### src/rtl/core/tccs_pkg.sv
// ----------------------------------------------------------------------------
// tccs_pkg
// Shared sizes, codes and controller/datapath types for the text console.
// ----------------------------------------------------------------------------
package tccs_pkg;

	// Screen geometry
	localparam int COLS         = 80;
	localparam int ROWS         = 25;
	localparam int CELL_COUNT   = COLS * ROWS;
	localparam int SCROLL_CELLS = COLS * (ROWS - 1);
	localparam int ADDR_W       = $clog2(CELL_COUNT);
	localparam int COL_W        = $clog2(COLS);
	localparam int ROW_W        = $clog2(ROWS);

	// Fixed field widths of the ports
	localparam int CMD_W        = 2;
	localparam int CHAR_W       = 8;
	localparam int RD_ROW_W     = 5;
	localparam int RD_COL_W     = 7;
	localparam int CELL_W       = 16;
	localparam int CUR_COL_W    = 7;
	localparam int CUR_ROW_W    = 5;
	localparam int COLOUR_W     = 4;
	localparam int CFG_IDX_W    = 1;

	// Commands
	localparam logic [CMD_W-1:0] CMD_PUT   = 2'd0;
	localparam logic [CMD_W-1:0] CMD_CLEAR = 2'd1;
	localparam logic [CMD_W-1:0] CMD_READ  = 2'd2;

	// Register indexes
	localparam logic [CFG_IDX_W-1:0] CFG_FORE = 1'b0;
	localparam logic [CFG_IDX_W-1:0] CFG_BACK = 1'b1;

	// Characters and colours
	localparam logic [CHAR_W-1:0]   NL_CHAR     = 8'h0A;
	localparam logic [CHAR_W-1:0]   BLANK_CHAR  = 8'h20;
	localparam logic [COLOUR_W-1:0] FORE_RESET  = 4'hF;
	localparam logic [COLOUR_W-1:0] BACK_RESET  = 4'h0;
	localparam logic [CELL_W-1:0]   RESET_BLANK = {BACK_RESET, FORE_RESET, BLANK_CHAR};

	typedef enum logic [3:0] {
		ST_INIT,
		ST_IDLE,
		ST_PUT,
		ST_COPY,
		ST_DRAIN,
		ST_FILL,
		ST_CLEAR,
		ST_RD_WAIT,
		ST_RD_DATA,
		ST_DONE
	} state_t;

	typedef enum logic [3:0] {
		OP_IDLE,
		OP_LOAD,
		OP_INIT,
		OP_CLEAR,
		OP_PUT,
		OP_COPY,
		OP_FILL,
		OP_CAPTURE,
		OP_EMIT
	} dp_op_t;

	typedef struct packed {
		dp_op_t op;
	} ctrl_t;

	typedef struct packed {
		logic sweep_end;   // sweep counter at last cell
		logic copy_last;   // scroll copy at last source cell
		logic put_scroll;  // pending put runs off the bottom row
		logic out_free;    // output register can take a result
	} status_t;

endpackage

### src/rtl/core/tccs_ctrl.sv
// ----------------------------------------------------------------------------
// tccs_ctrl
// Sequencer: takes one item at a time and steps the datapath through it.
// ----------------------------------------------------------------------------
module tccs_ctrl
	import tccs_pkg::*;
(
	input  logic             clk,
	input  logic             arst_n,
	input  logic             item_valid,
	input  logic [CMD_W-1:0] command,
	input  status_t          status,
	output logic             item_stall,
	output ctrl_t            ctrl
);

	state_t state_q;
	state_t state_d;

	always_ff @(posedge clk or negedge arst_n) begin
		if (!arst_n) begin
			state_q <= ST_INIT;
		end else begin
			state_q <= state_d;
		end
	end

	// next state
	always_comb begin
		state_d = state_q;
		case (state_q)
			ST_INIT: begin
				if (status.sweep_end) state_d = ST_IDLE;
			end
			ST_IDLE: begin
				if (item_valid) begin
					case (command)
						CMD_PUT:   state_d = ST_PUT;
						CMD_CLEAR: state_d = ST_CLEAR;
						CMD_READ:  state_d = ST_RD_WAIT;
						default:   state_d = ST_DONE;
					endcase
				end
			end
			ST_PUT:     state_d = status.put_scroll ? ST_COPY : ST_DONE;
			ST_COPY: begin
				if (status.copy_last) state_d = ST_DRAIN;
			end
			ST_DRAIN:   state_d = ST_FILL;
			ST_FILL: begin
				if (status.sweep_end) state_d = ST_DONE;
			end
			ST_CLEAR: begin
				if (status.sweep_end) state_d = ST_DONE;
			end
			ST_RD_WAIT: state_d = ST_RD_DATA;
			ST_RD_DATA: state_d = ST_DONE;
			ST_DONE: begin
				if (status.out_free) state_d = ST_IDLE;
			end
			default:    state_d = ST_INIT;
		endcase
	end

	// outputs
	always_comb begin
		ctrl.op    = OP_IDLE;
		item_stall = 1'b1;
		case (state_q)
			ST_INIT:    ctrl.op = OP_INIT;
			ST_IDLE: begin
				item_stall = 1'b0;
				if (item_valid) ctrl.op = OP_LOAD;
			end
			ST_PUT:     ctrl.op = OP_PUT;
			ST_COPY:    ctrl.op = OP_COPY;
			ST_DRAIN:   ctrl.op = OP_IDLE;
			ST_FILL:    ctrl.op = OP_FILL;
			ST_CLEAR:   ctrl.op = OP_CLEAR;
			ST_RD_WAIT: ctrl.op = OP_IDLE;
			ST_RD_DATA: ctrl.op = OP_CAPTURE;
			ST_DONE: begin
				if (status.out_free) ctrl.op = OP_EMIT;
			end
			default:    ctrl.op = OP_IDLE;
		endcase
	end

endmodule

### config.mk
export PLATFORM = sky130hd
export DESIGN_NAME = tccs_ctrl
export DESIGN_NICKNAME = d
export VERILOG_FILES = /design/src/rtl/core/tccs_pkg.sv /design/src/rtl/core/tccs_ctrl.sv
export SDC_FILE = /design/constraint.sdc
export NUM_CORES = 1
export LEC_CHECK = 0
export BUFFER_PORTS_ARGS = -buffer_cell sky130_fd_sc_hd__buf_4
export CAP_MARGIN = 25
export CORE_UTILIZATION = 28
export CTS_CLUSTER_DIAMETER = 150
export DETAILED_ROUTE_END_ITERATION = 7
export GPL_TIMING_DRIVEN = 0
export PLACE_DENSITY = 0.47
export SLEW_MARGIN = 20
export SYNTH_ARGS = -nofsm -noshare
export SYNTH_HDL_FRONTEND = slang
export SYNTH_SLANG_ARGS = --single-unit
### constraint.sdc
create_clock -name clk -period 1.9 [get_ports clk]
set_clock_uncertainty 0.2 [all_clocks]
set_input_delay 0.095 -clock clk [delete_from_list [all_inputs] [get_ports clk]]
set_output_delay 0.095 -clock clk [all_outputs]
set_load 0.03 [all_outputs]
### After elaboration in Yosys (flattened, before gate mapping)

Cells that the tools add are included.

| word-level totals | value |
|---|---|
| output and inout bits | 5 |
| word-level logic and storage cells | 33 |
| bits in registers | 4 |
| input bits | 9 |

| cells by class | value |
|---|---|
| reduce and logical (&&, ||, !) cells | 4 |
| equal/unequal tests | 16 |
| muxes and demuxes | 12 |

Operators by type and width:

| cell | count |
|---|---|
| 4-bit case mux with 9 select lines | 1 |
| 4-bit case mux with 8 select lines | 1 |
| 4-bit two-way mux | 7 |
| 4-bit by 3-bit equality test with 1-bit output (second input constant) | 4 |
| 4-bit case mux with 3 select lines | 1 |
| 4-bit by 2-bit equality test with 1-bit output (second input constant) | 2 |
| 4-bit equality test (second input constant) | 2 |
| 2-bit != test (second input constant) | 4 |
| 5-bit AND reduction | 1 |
| 4-bit by 1-bit equality test with 1-bit output (second input constant) | 1 |
| 4-bit zero test | 1 |
| 2-bit by 1-bit equality test with 1-bit output (second input constant) | 1 |
| 2-bit equality test (second input constant) | 1 |
| 2-bit zero test | 1 |
| 1-bit two-way mux | 2 |
| 2-bit by 1-bit != test with 1-bit output (second input constant) | 1 |
| 2-bit OR reduction | 1 |

### Logic depth before layout (Yosys ltp)

Gate-level depths: netlist of run 1.

| logic depth | value |
|---|---|
| word-level depth | 4 |
| depth in mapped cells | 6 |
| mapped depth without buffers | 6 |

### Worst setup path before layout of run 1

No wires, ideal clock.

| path | value |
|---|---|
| kind | register -> output |
| start point | register state_q[2] |
| end point | output ctrl[2] in the netlist's numbering |
| buffers on the path | 1 |
| data required time | 1605 ps |
| data arrival time | 1453 ps |
| stages on the path, launching flop included | 5 |
| path slack | 152 ps |
| cells stage by stage | dfrtp_1 > buf_6 > nor2b_1 > a21oi_1 > o21ai_0 |

RTL lines:

| element | RTL line | text |
|---|---|---|
| start, declared | tccs_ctrl.sv:17 | `state_t state_q;` |
| start signal, assigned | tccs_ctrl.sv:24 | `state_q <= state_d;` |
| end, declared | tccs_ctrl.sv:14 | `output ctrl_t ctrl` |

==> metrics.json, run 1 <==
{
  "outcome": {"value": "completed"},
  "buffer_ports.inserted": {"value": 13},
  "syn_nets": {"value": 73},
  "largest_net_degree_at_the_start_of_global_routing": {"value": 11},
  "vias_in_the_first_global_route": {"value": 514},
  "yosys_register_bits": {"value": 4},
  "route.vias.total": {"value": 507},
  "syn_area_per_cell": {"value": 8.133, "unit": "um2"},
  "cts.repair_timing.setup_buffer_count": {"value": 0},
  "ctsLongestPathBuffers": {"value": 2},
  "timing.final.max_slew_violations": {"value": 0},
  "power.density": {"value": 1728, "unit": "mW/mm2"},
  "timing.fmax": {"value": 0.5648, "unit": "GHz"},
  "synth_xor_xnor_area_share": {"value": 0.01737},
  "gp_congestion": {"value": 0.7412},
  "rows": {"value": 14},
  "pre_cts_ws": {"value": 0.06731, "unit": "ns"},
  "cpPeakStageDelay": {"value": 0.43, "unit": "ns"},
  "number_of_antenna_violations_at_the_first_check_in_global_routing": {"value": 0},
  "worstHoldPathType": {"value": "input port to flip-flop"},
  "critPathLaunchType": {"value": "flip-flop"},
  "synth_fa_ha_area_frac": {"value": 0.04963},
  "worst_pin_slew": {"value": 0.3497, "unit": "ns"},
  "slew-limit-headroom": {"value": 0.7663},
  "timing.critical_path.arrival": {"value": 1.48, "unit": "ns"},
  "setup_repair_after_global_routing_missed_its_margin": {"value": "false"},
  "clk_root_buffer_cell": {"value": "sky130_fd_sc_hd__clkbuf_4"},
  "route.detailed.vias_per_inst": {"value": 4.829},
  "dieArea": {"value": 0.001974, "unit": "mm2"},
  "synth_simple_gate_area_frac": {"value": 0.2854},
  "post_synth_main_area_contributors": {"value": "sky130_fd_sc_hd__dfrtp_1 20%, sky130_fd_sc_hd__nor2_1 6.7%, sky130_fd_sc_hd__mux2_4 6.0%"},
  "drc": {"value": 0},
  "timing.critical_path.slowest_stage_cell": {"value": "sky130_fd_sc_hd__dfrtp_2"},
  "clock_insertion_delay_at_the_later_pin_of_the_skew_report": {"value": 0.23, "unit": "ns"},
  "synthesis.instances": {"value": 62},
  "totalWireLength": {"value": 1.260, "unit": "mm"},
  "first_pass_grt_wire_length": {"value": 2.352, "unit": "mm"},
  "cts_inserted_buffers": {"value": 3},
  "cts_tree": {"value": "done"},
  "largest_reg_flops": {"value": 4},
  "post-synth-top-area-cell": {"value": "sky130_fd_sc_hd__dfrtp_1"},
  "layout_top_registers": {"value": "state_q: 4 flops"},
  "fin_setup_tns": {"value": 0, "unit": "ns"},
  "layout-drive-gt1-share": {"value": 0.4074},
  "grt_util_all_layers": {"value": 0.1646},
  "synth_compound_gate_area_share": {"value": 0.2754},
  "worst_hold_slack": {"value": 0.2245, "unit": "ns"},
  "htree_num_levels": {"value": 1},
  "ys.warnings.count": {"value": 0},
  "gr-total-overflow": {"value": 0},
  "synth.lib_cells_used.distinct": {"value": 28},
  "chipHeight": {"value": 44.44, "unit": "um"},
  "crit_fanout": {"value": 10},
  "yosys-mux-area-fraction": {"value": 0.07940},
  "path_clk_slew": {"value": 0.04, "unit": "ns"},
  "layout-area-overhead-vs-synth": {"value": 40.45, "unit": "%"},
  "cellLeakagePower": {"value": 0.3173, "unit": "nW"},
  "cp-end-kind": {"value": "primary output"},
  "fin_crit": {"value": 1.771, "unit": "ns"},
  "seq_area_frac_synth": {"value": 0.1985},
  "diodes": {"value": 0},
  "crit_path_frequent_cell": {"value": "sky130_fd_sc_hd__buf_4"},
  "final_min_period_over_clock_period": {"value": 0.9319},
  "worst_ir_drop_vdd": {"value": 0.8865, "unit": "mV"},
  "dieWidth": {"value": 44.44, "unit": "um"},
  "power.total": {"value": 0.001224, "unit": "W"},
  "num_io_pins": {"value": 14},
  "syn-cell-area": {"value": 504.2, "unit": "um2"},
  "finalSetupViolCount": {"value": 0},
  "max_cap_violations": {"value": 0},
  "layout.core_utilization": {"value": 0.4443},
  "floorplan.initialDensity": {"value": 0.3163},
  "post_drt_wl_per_cell": {"value": 12.00, "unit": "um"},
  "synth_top_cell_area_share": {"value": 0.1985},
  "design.final.nets": {"value": 94},
  "drt_iter0_markers": {"value": 8},
  "critical_path_class": {"value": "flip-flop to primary output"},
  "largest_register": {"value": "state_q"},
  "route.antenna.remaining_nets": {"value": 0},
  "detailedPlacementHpwl": {"value": 914.8, "unit": "um"},
  "timing.critical_path.cells": {"value": "buf_4 > inv_1 > nor2_2 > and3_1 > buf_4"},
  "core_area": {"value": 0.001594, "unit": "mm2"},
  "drt_pre_antenna_iters": {"value": 4},
  "synth_top_family_by_area": {"value": "simple AND/OR/NAND/NOR gates"},
  "tritoncts_num_sinks": {"value": 4},
  "worstPathRequired": {"value": 1.60, "unit": "ns"},
  "fin_ws": {"value": 0.1295, "unit": "ns"},
  "finalHoldViolCount": {"value": 0}
}
-- synth_stat cells --
cell type and instances:
sky130_fd_sc_hd__nor2_1 9, sky130_fd_sc_hd__nand2_1 5, sky130_fd_sc_hd__dfrtp_1 4, sky130_fd_sc_hd__nand2b_1 4, sky130_fd_sc_hd__o21ai_0 4, sky130_fd_sc_hd__inv_1 3
sky130_fd_sc_hd__nor2b_1 3, sky130_fd_sc_hd__a21oi_1 2, sky130_fd_sc_hd__a22oi_1 2, sky130_fd_sc_hd__a31oi_1 2, sky130_fd_sc_hd__buf_2 2, sky130_fd_sc_hd__buf_4 2
sky130_fd_sc_hd__ha_1 2, sky130_fd_sc_hd__mux2_4 2, sky130_fd_sc_hd__nor3b_1 2, sky130_fd_sc_hd__o22ai_1 2, sky130_fd_sc_hd__a22o_1 1, sky130_fd_sc_hd__a22oi_2 1
sky130_fd_sc_hd__and2_1 1, sky130_fd_sc_hd__and3_1 1, sky130_fd_sc_hd__buf_6 1, sky130_fd_sc_hd__mux2i_1 1, sky130_fd_sc_hd__nor3_1 1, sky130_fd_sc_hd__nor4b_2 1
sky130_fd_sc_hd__o211ai_2 1, sky130_fd_sc_hd__o311ai_4 1, sky130_fd_sc_hd__o32ai_1 1, sky130_fd_sc_hd__xnor2_1 1
-- cell families (layout without fill, tap and decap cells) --
kind of cell	Yosys count	after routing
adders and majority gates	2	2
and+or+nand+nor	27	27
DFF	4	4
muxes	3	3
buffers and inverters	8	27
AOI/OAI and AO/OA	17	17
xor gates and xnor gates	1	1
-- routing by layer --
metal	part of all wire	GRT usage	wire length (um)
met1	0.52	0.2450	650
met2	0.44	0.2294	552
met3	0.045	0.06531	57
met4	0	0.01818	0
met5	0	0	0
-- metrics by stage --
stage,area [um2],std cells
after global placement,631.9,99
after global routing,708.2,105
after detailed placement,631.9,99
after CTS,686.9,105
after floorplan,504.2,62
final,708.2,105
-- placed cells by master (no fill, tap or decap), drive strengths merged --
cell type    instances
a21oi                2
a22o                 1
a22oi                3
a31oi                2
and2                 1
and3                 1
buf                 18
clkbuf               3
dfrtp                4
dlygate4sd3          3
ha                   2
inv                  3
mux2                 2
mux2i                1
nand2                5
nand2b               4
nor2                 9
nor2b                3
nor3                 1
nor3b                2
nor4b                1
o211ai               1
o21ai                4
o22ai                2
o311ai               1
o32ai                1
xnor2                1
-- critical path: cells and delay by family (launching register included) --
family        cells  cell delay (ns)
buf+inv           3             0.45
flops             1             0.43
simple gates      2             0.36
-- area by class of cell --
cell class | count | area (um2)
flip-flops and latches | 4 | 101.3
fillers | 173 | 885.9
repair buffers | 16 | 127.6
plain buffers | 5 | 41.29
clock buffers | 3 | 22.52
inverters | 3 | 11.26
well taps | 24 | 30.03
multi-input cells | 50 | 374.1
-- what timing repair did --
item / in CTS / in global routing
hold buffers: 3 / 0
resized for setup: 1 / 9
endpoints found under the setup margin: 2 / 7
endpoints found under the hold margin: 5 / 0
-- path summary, 6_finish.rpt --
path | start | to | slack [ns] | cells after the start
hold reg to reg | state_q[3] | state_q[3] | 0.51 | 2
setup reg to reg | state_q[1] | state_q[1] | 0.13 | 4
hold / removal | status[2] | state_q[3] | 0.22 | 5
setup / recovery | state_q[0] | ctrl[3] | 0.13 | 5
max in group asynchronous | arst_n | state_q[0] | 0.74 | 3
min in group asynchronous | arst_n | state_q[3] | 0.57 | 3
-- power breakdown --
part	switching, W	total (W)	internal [W]
Combinational	0.000530	0.000955	0.000425
Sequential	0.0000389	0.000166	0.000127
Clock	0.0000328	0.000103	0.0000705
(Power assumes the default switching activity.)
==> run 2: changes to the inputs <==
CTS_CLUSTER_SIZE = 14   (was default)
SKIP_LAST_GASP = 1   (was default)
clock period = 2.2 ns   (was 1.9 ns; I/O delays follow)
==> metrics.json, run 2 (synthesized netlist as in run 1, its figures left out) <==
{
  "htree_num_levels": {"value": 1, "change": "unchanged"},
  "design.final.nets": {"value": 95, "change": "was 94"},
  "rows": {"value": 14, "change": "unchanged"},
  "layout.core_utilization": {"value": 0.4356, "change": "was 0.4443"},
  "cpPeakStageDelay": {"value": 0.47, "unit": "ns", "change": "was 0.43 ns"},
  "setup.worst_path.start": {"value": "state_q[0]", "change": "unchanged"},
  "num_io_pins": {"value": 14, "change": "unchanged"},
  "final_cell_mix": {"value": "15 x sky130_fd_sc_hd__buf_4, 9 x sky130_fd_sc_hd__nor2_1, 5 x sky130_fd_sc_hd__nand2_1", "change": "was 17 x sky130_fd_sc_hd__buf_4, 5 x sky130_fd_sc_hd__nand2_1, 5 x sky130_fd_sc_hd__nor2_1"},
  "core_area": {"value": 0.001594, "unit": "mm2", "change": "unchanged"},
  "tritoncts_num_sinks": {"value": 4, "change": "unchanged"},
  "cpLargestDelayFamily": {"value": "buffers and inverters", "change": "unchanged"},
  "critPathLaunchType": {"value": "flip-flop", "change": "unchanged"},
  "timing.critical_path.slowest_stage_cell": {"value": "sky130_fd_sc_hd__dfrtp_1", "change": "was sky130_fd_sc_hd__dfrtp_2"},
  "layout.cell_area.non_filler": {"value": 694.4, "unit": "um2", "change": "was 708.2 um2"},
  "num-fill-cells": {"value": 170, "change": "was 173"},
  "timing.fmax": {"value": 0.5060, "unit": "GHz"},
  "detailedPlacementHpwl": {"value": 914.8, "unit": "um", "change": "unchanged"},
  "fin_crit": {"value": 1.976, "unit": "ns"},
  "cts_tree": {"value": "done", "change": "unchanged"},
  "ctsLongestPathBuffers": {"value": 2, "change": "unchanged"},
  "fin_ws": {"value": 0.2238, "unit": "ns", "change": "was 0.1295 ns"},
  "combPwrFrac": {"value": 0.775, "change": "was 0.780"},
  "pre_cts_ws": {"value": 0.3673, "unit": "ns", "change": "was 0.06731 ns"},
  "cp-end-kind": {"value": "primary output", "change": "unchanged"},
  "layout_top_registers": {"value": "state_q: 4 flops", "change": "unchanged"},
  "timing.hold.worst.start": {"value": "status[2]", "change": "unchanged"},
  "share_seq_of_total_power": {"value": 0.138, "change": "was 0.135"},
  "dieArea": {"value": 0.001974, "unit": "mm2", "change": "unchanged"},
  "worst_ir_drop_vdd": {"value": 0.7472, "unit": "mV", "change": "was 0.8865 mV"},
  "floorplan.initialDensity": {"value": 0.3163, "change": "unchanged"},
  "power.density": {"value": 1468, "unit": "mW/mm2", "change": "was 1728 mW/mm2"},
  "layout-area-overhead-vs-synth": {"value": 37.72, "unit": "%", "change": "was 40.45%"},
  "postCtsResizedCells": {"value": 0, "change": "was 1"},
  "totalWireLength": {"value": 1.273, "unit": "mm", "change": "was 1.260 mm"},
  "buffer_ports.inserted": {"value": 13, "change": "unchanged"},
  "critical_path_class": {"value": "flip-flop to primary output", "change": "unchanged"},
  "drt_pre_antenna_iters": {"value": 3, "change": "was 4"},
  "final_common_cell": {"value": "sky130_fd_sc_hd__buf_4", "change": "unchanged"},
  "clk_root_buffer_cell": {"value": "sky130_fd_sc_hd__clkbuf_4", "change": "unchanged"},
  "setup_repair_after_global_routing_missed_its_margin": {"value": "false", "change": "unchanged"},
  "chipHeight": {"value": 44.44, "unit": "um", "change": "unchanged"},
  "route.vias.total": {"value": 505, "change": "was 507"},
  "route.detailed.vias_per_inst": {"value": 4.764, "change": "was 4.829"},
  "cts_inserted_buffers": {"value": 3, "change": "unchanged"},
  "p_sw_frac": {"value": 0.4954, "change": "was 0.4916"},
  "drc": {"value": 0, "change": "unchanged"},
  "post_drt_wl_per_cell": {"value": 12.01, "unit": "um", "change": "was 12.00 um"},
  "placed_cell_area": {"value": 631.9, "unit": "um2", "change": "unchanged"},
  "worst_pin_slew": {"value": 0.3836, "unit": "ns", "change": "was 0.3497 ns"},
  "grt_util_all_layers": {"value": 0.1654, "change": "was 0.1646"},
  "gr-total-overflow": {"value": 0, "change": "unchanged"},
  "timing.critical_path.arrival": {"value": 1.67, "unit": "ns", "change": "was 1.48 ns"},
  "dieWidth": {"value": 44.44, "unit": "um", "change": "unchanged"},
  "slew-limit-headroom": {"value": 0.7433, "change": "was 0.7663"},
  "max_cap_violations": {"value": 0, "change": "unchanged"},
  "crit_fanout": {"value": 10, "change": "unchanged"},
  "final_min_period_over_clock_period": {"value": 0.8983},
  "layout-drive-gt1-share": {"value": 0.3293, "change": "was 0.4074"},
  "fin_setup_tns": {"value": 0, "unit": "ns", "change": "unchanged"},
  "outcome": {"value": "completed", "change": "unchanged"},
  "path_clk_slew": {"value": 0.04, "unit": "ns", "change": "about the same"},
  "vias_in_the_first_global_route": {"value": 519, "change": "was 514"},
  "worstPathBufferInverterCount": {"value": 3, "change": "unchanged"},
  "clock_insertion_delay_at_the_later_pin_of_the_skew_report": {"value": 0.23, "unit": "ns", "change": "about the same"},
  "drt_iter0_markers": {"value": 5, "change": "was 8"},
  "cellLeakagePower": {"value": 0.3189, "unit": "nW", "change": "was 0.3173 nW"},
  "gp_congestion": {"value": 0.7412, "change": "unchanged"},
  "number_of_antenna_violations_at_the_first_check_in_global_routing": {"value": 0, "change": "unchanged"},
  "route.antenna.remaining_nets": {"value": 0, "change": "unchanged"},
  "first_pass_grt_wire_length": {"value": 2.373, "unit": "mm", "change": "was 2.352 mm"},
  "internal-power": {"value": 0.0005143, "unit": "W", "change": "was 0.0006221 W"},
  "largest_net_degree_at_the_start_of_global_routing": {"value": 11, "change": "unchanged"},
  "worstPathRequired": {"value": 1.89, "unit": "ns", "change": "was 1.60 ns"},
  "timing.final.max_slew_violations": {"value": 0, "change": "unchanged"},
  "timing.critical_path.cells": {"value": "buf_2 > inv_1 > nor2_1 > and3_1 > buf_4", "change": "was buf_4 > inv_1 > nor2_2 > and3_1 > buf_4"},
  "switchingPower": {"value": 0.0005049, "unit": "W", "change": "was 0.0006015 W"},
  "p_clk_frac": {"value": 0.087, "change": "was 0.084"},
  "worstHoldPathType": {"value": "input port to flip-flop", "change": "unchanged"},
  "diodes": {"value": 0, "change": "unchanged"},
  "finalHoldViolCount": {"value": 0, "change": "unchanged"},
  "largest_register": {"value": "state_q", "change": "unchanged"},
  "finalSetupViolCount": {"value": 0, "change": "unchanged"},
  "timing.rr.start": {"value": "state_q[2]", "change": "was state_q[1]"},
  "largest_reg_flops": {"value": 4, "change": "unchanged"}
}
==> run 2: changes by cell type in the layout (fill, tap and decap cells not counted), moves of 2 or more <==
cell / previous run / this run
sky130_fd_sc_hd__buf_2: 0 / 2
sky130_fd_sc_hd__buf_4: 17 / 15
sky130_fd_sc_hd__nor2_1: 5 / 9
sky130_fd_sc_hd__nor2_2: 3 / 0
==> run 2: area by class of cell <==
class | count | area [um2] | share of cell area
inverter | 3 | 11.26 | 0.01622
sequential | 4 | 100.1 | 0.1441
tap | 24 | 30.03 | 0.04324
buffer | 5 | 36.28 | 0.05225
multi-input combinational | 50 | 356.6 | 0.5135
clock buffer | 3 | 22.52 | 0.03243
timing repair buffer | 17 | 137.6 | 0.1982
==> run 2: what timing repair did <==
item / in CTS / in global routing
hold endpoints to repair: 5 / 0
hold buffers: 4 / 0
buffers inserted: 0 / 0
==> run 2: final timing paths <==
check                        endpoint  slack, ns  cells after the start
hold / removal             state_q[3]       0.24                      5
max in group asynchronous  state_q[2]       0.56                      4
setup / recovery              ctrl[3]       0.22                      5
min in group asynchronous  state_q[0]       0.55                      3
hold reg to reg            state_q[3]       0.50                      2
setup reg to reg           state_q[1]       0.34                      5
==> run 2: tightest hold or removal path, stage by stage <==
cell,delay [ns]
sky130_fd_sc_hd__buf_4,0.08
sky130_fd_sc_hd__nor2b_1,0.04
sky130_fd_sc_hd__o211ai_2,0.19
sky130_fd_sc_hd__nand2_1,0.06
sky130_fd_sc_hd__o32ai_1,0.13
==> run 2: power by group through the flow <==
| stage | clock network, W | registers, W | logic, W |
|---|---|---|---|
| 6_report | 0.0000887 | 0.000140 | 0.000790 |
| 5_1_grt | 0.000103 | 0.000144 | 0.000876 |
| 4_1_cts | 0.0000947 | 0.000140 | 0.000791 |
| 3_5_place_dp | 0 | 0.000141 | 0.000782 |
| 3_3_place_gp | 0 | 0.000142 | 0.000790 |
| 2_1_floorplan | 0 | 0.000132 | 0.000600 |
==> run 2: layer usage <==
layer	wire [um]	vias up	track usage
met2	536	12	0.2294
met5	0	-	0
met1	680	232	0.2475
li1	-	261	-
met4	0	0	0.01818
met3	57	0	0.06531
==> run 2: stage by stage <==
stage	instances	hold slack, ns	power, W
floorplan	62	-0.3856	0.0007326
global placement	99	-0.2931	0.0009322
detailed placement	99	-0.2915	0.0009225
CTS	106	0.2319	0.001027
global route	106	0.2820	0.001122
finish	106	0.2357	0.001019
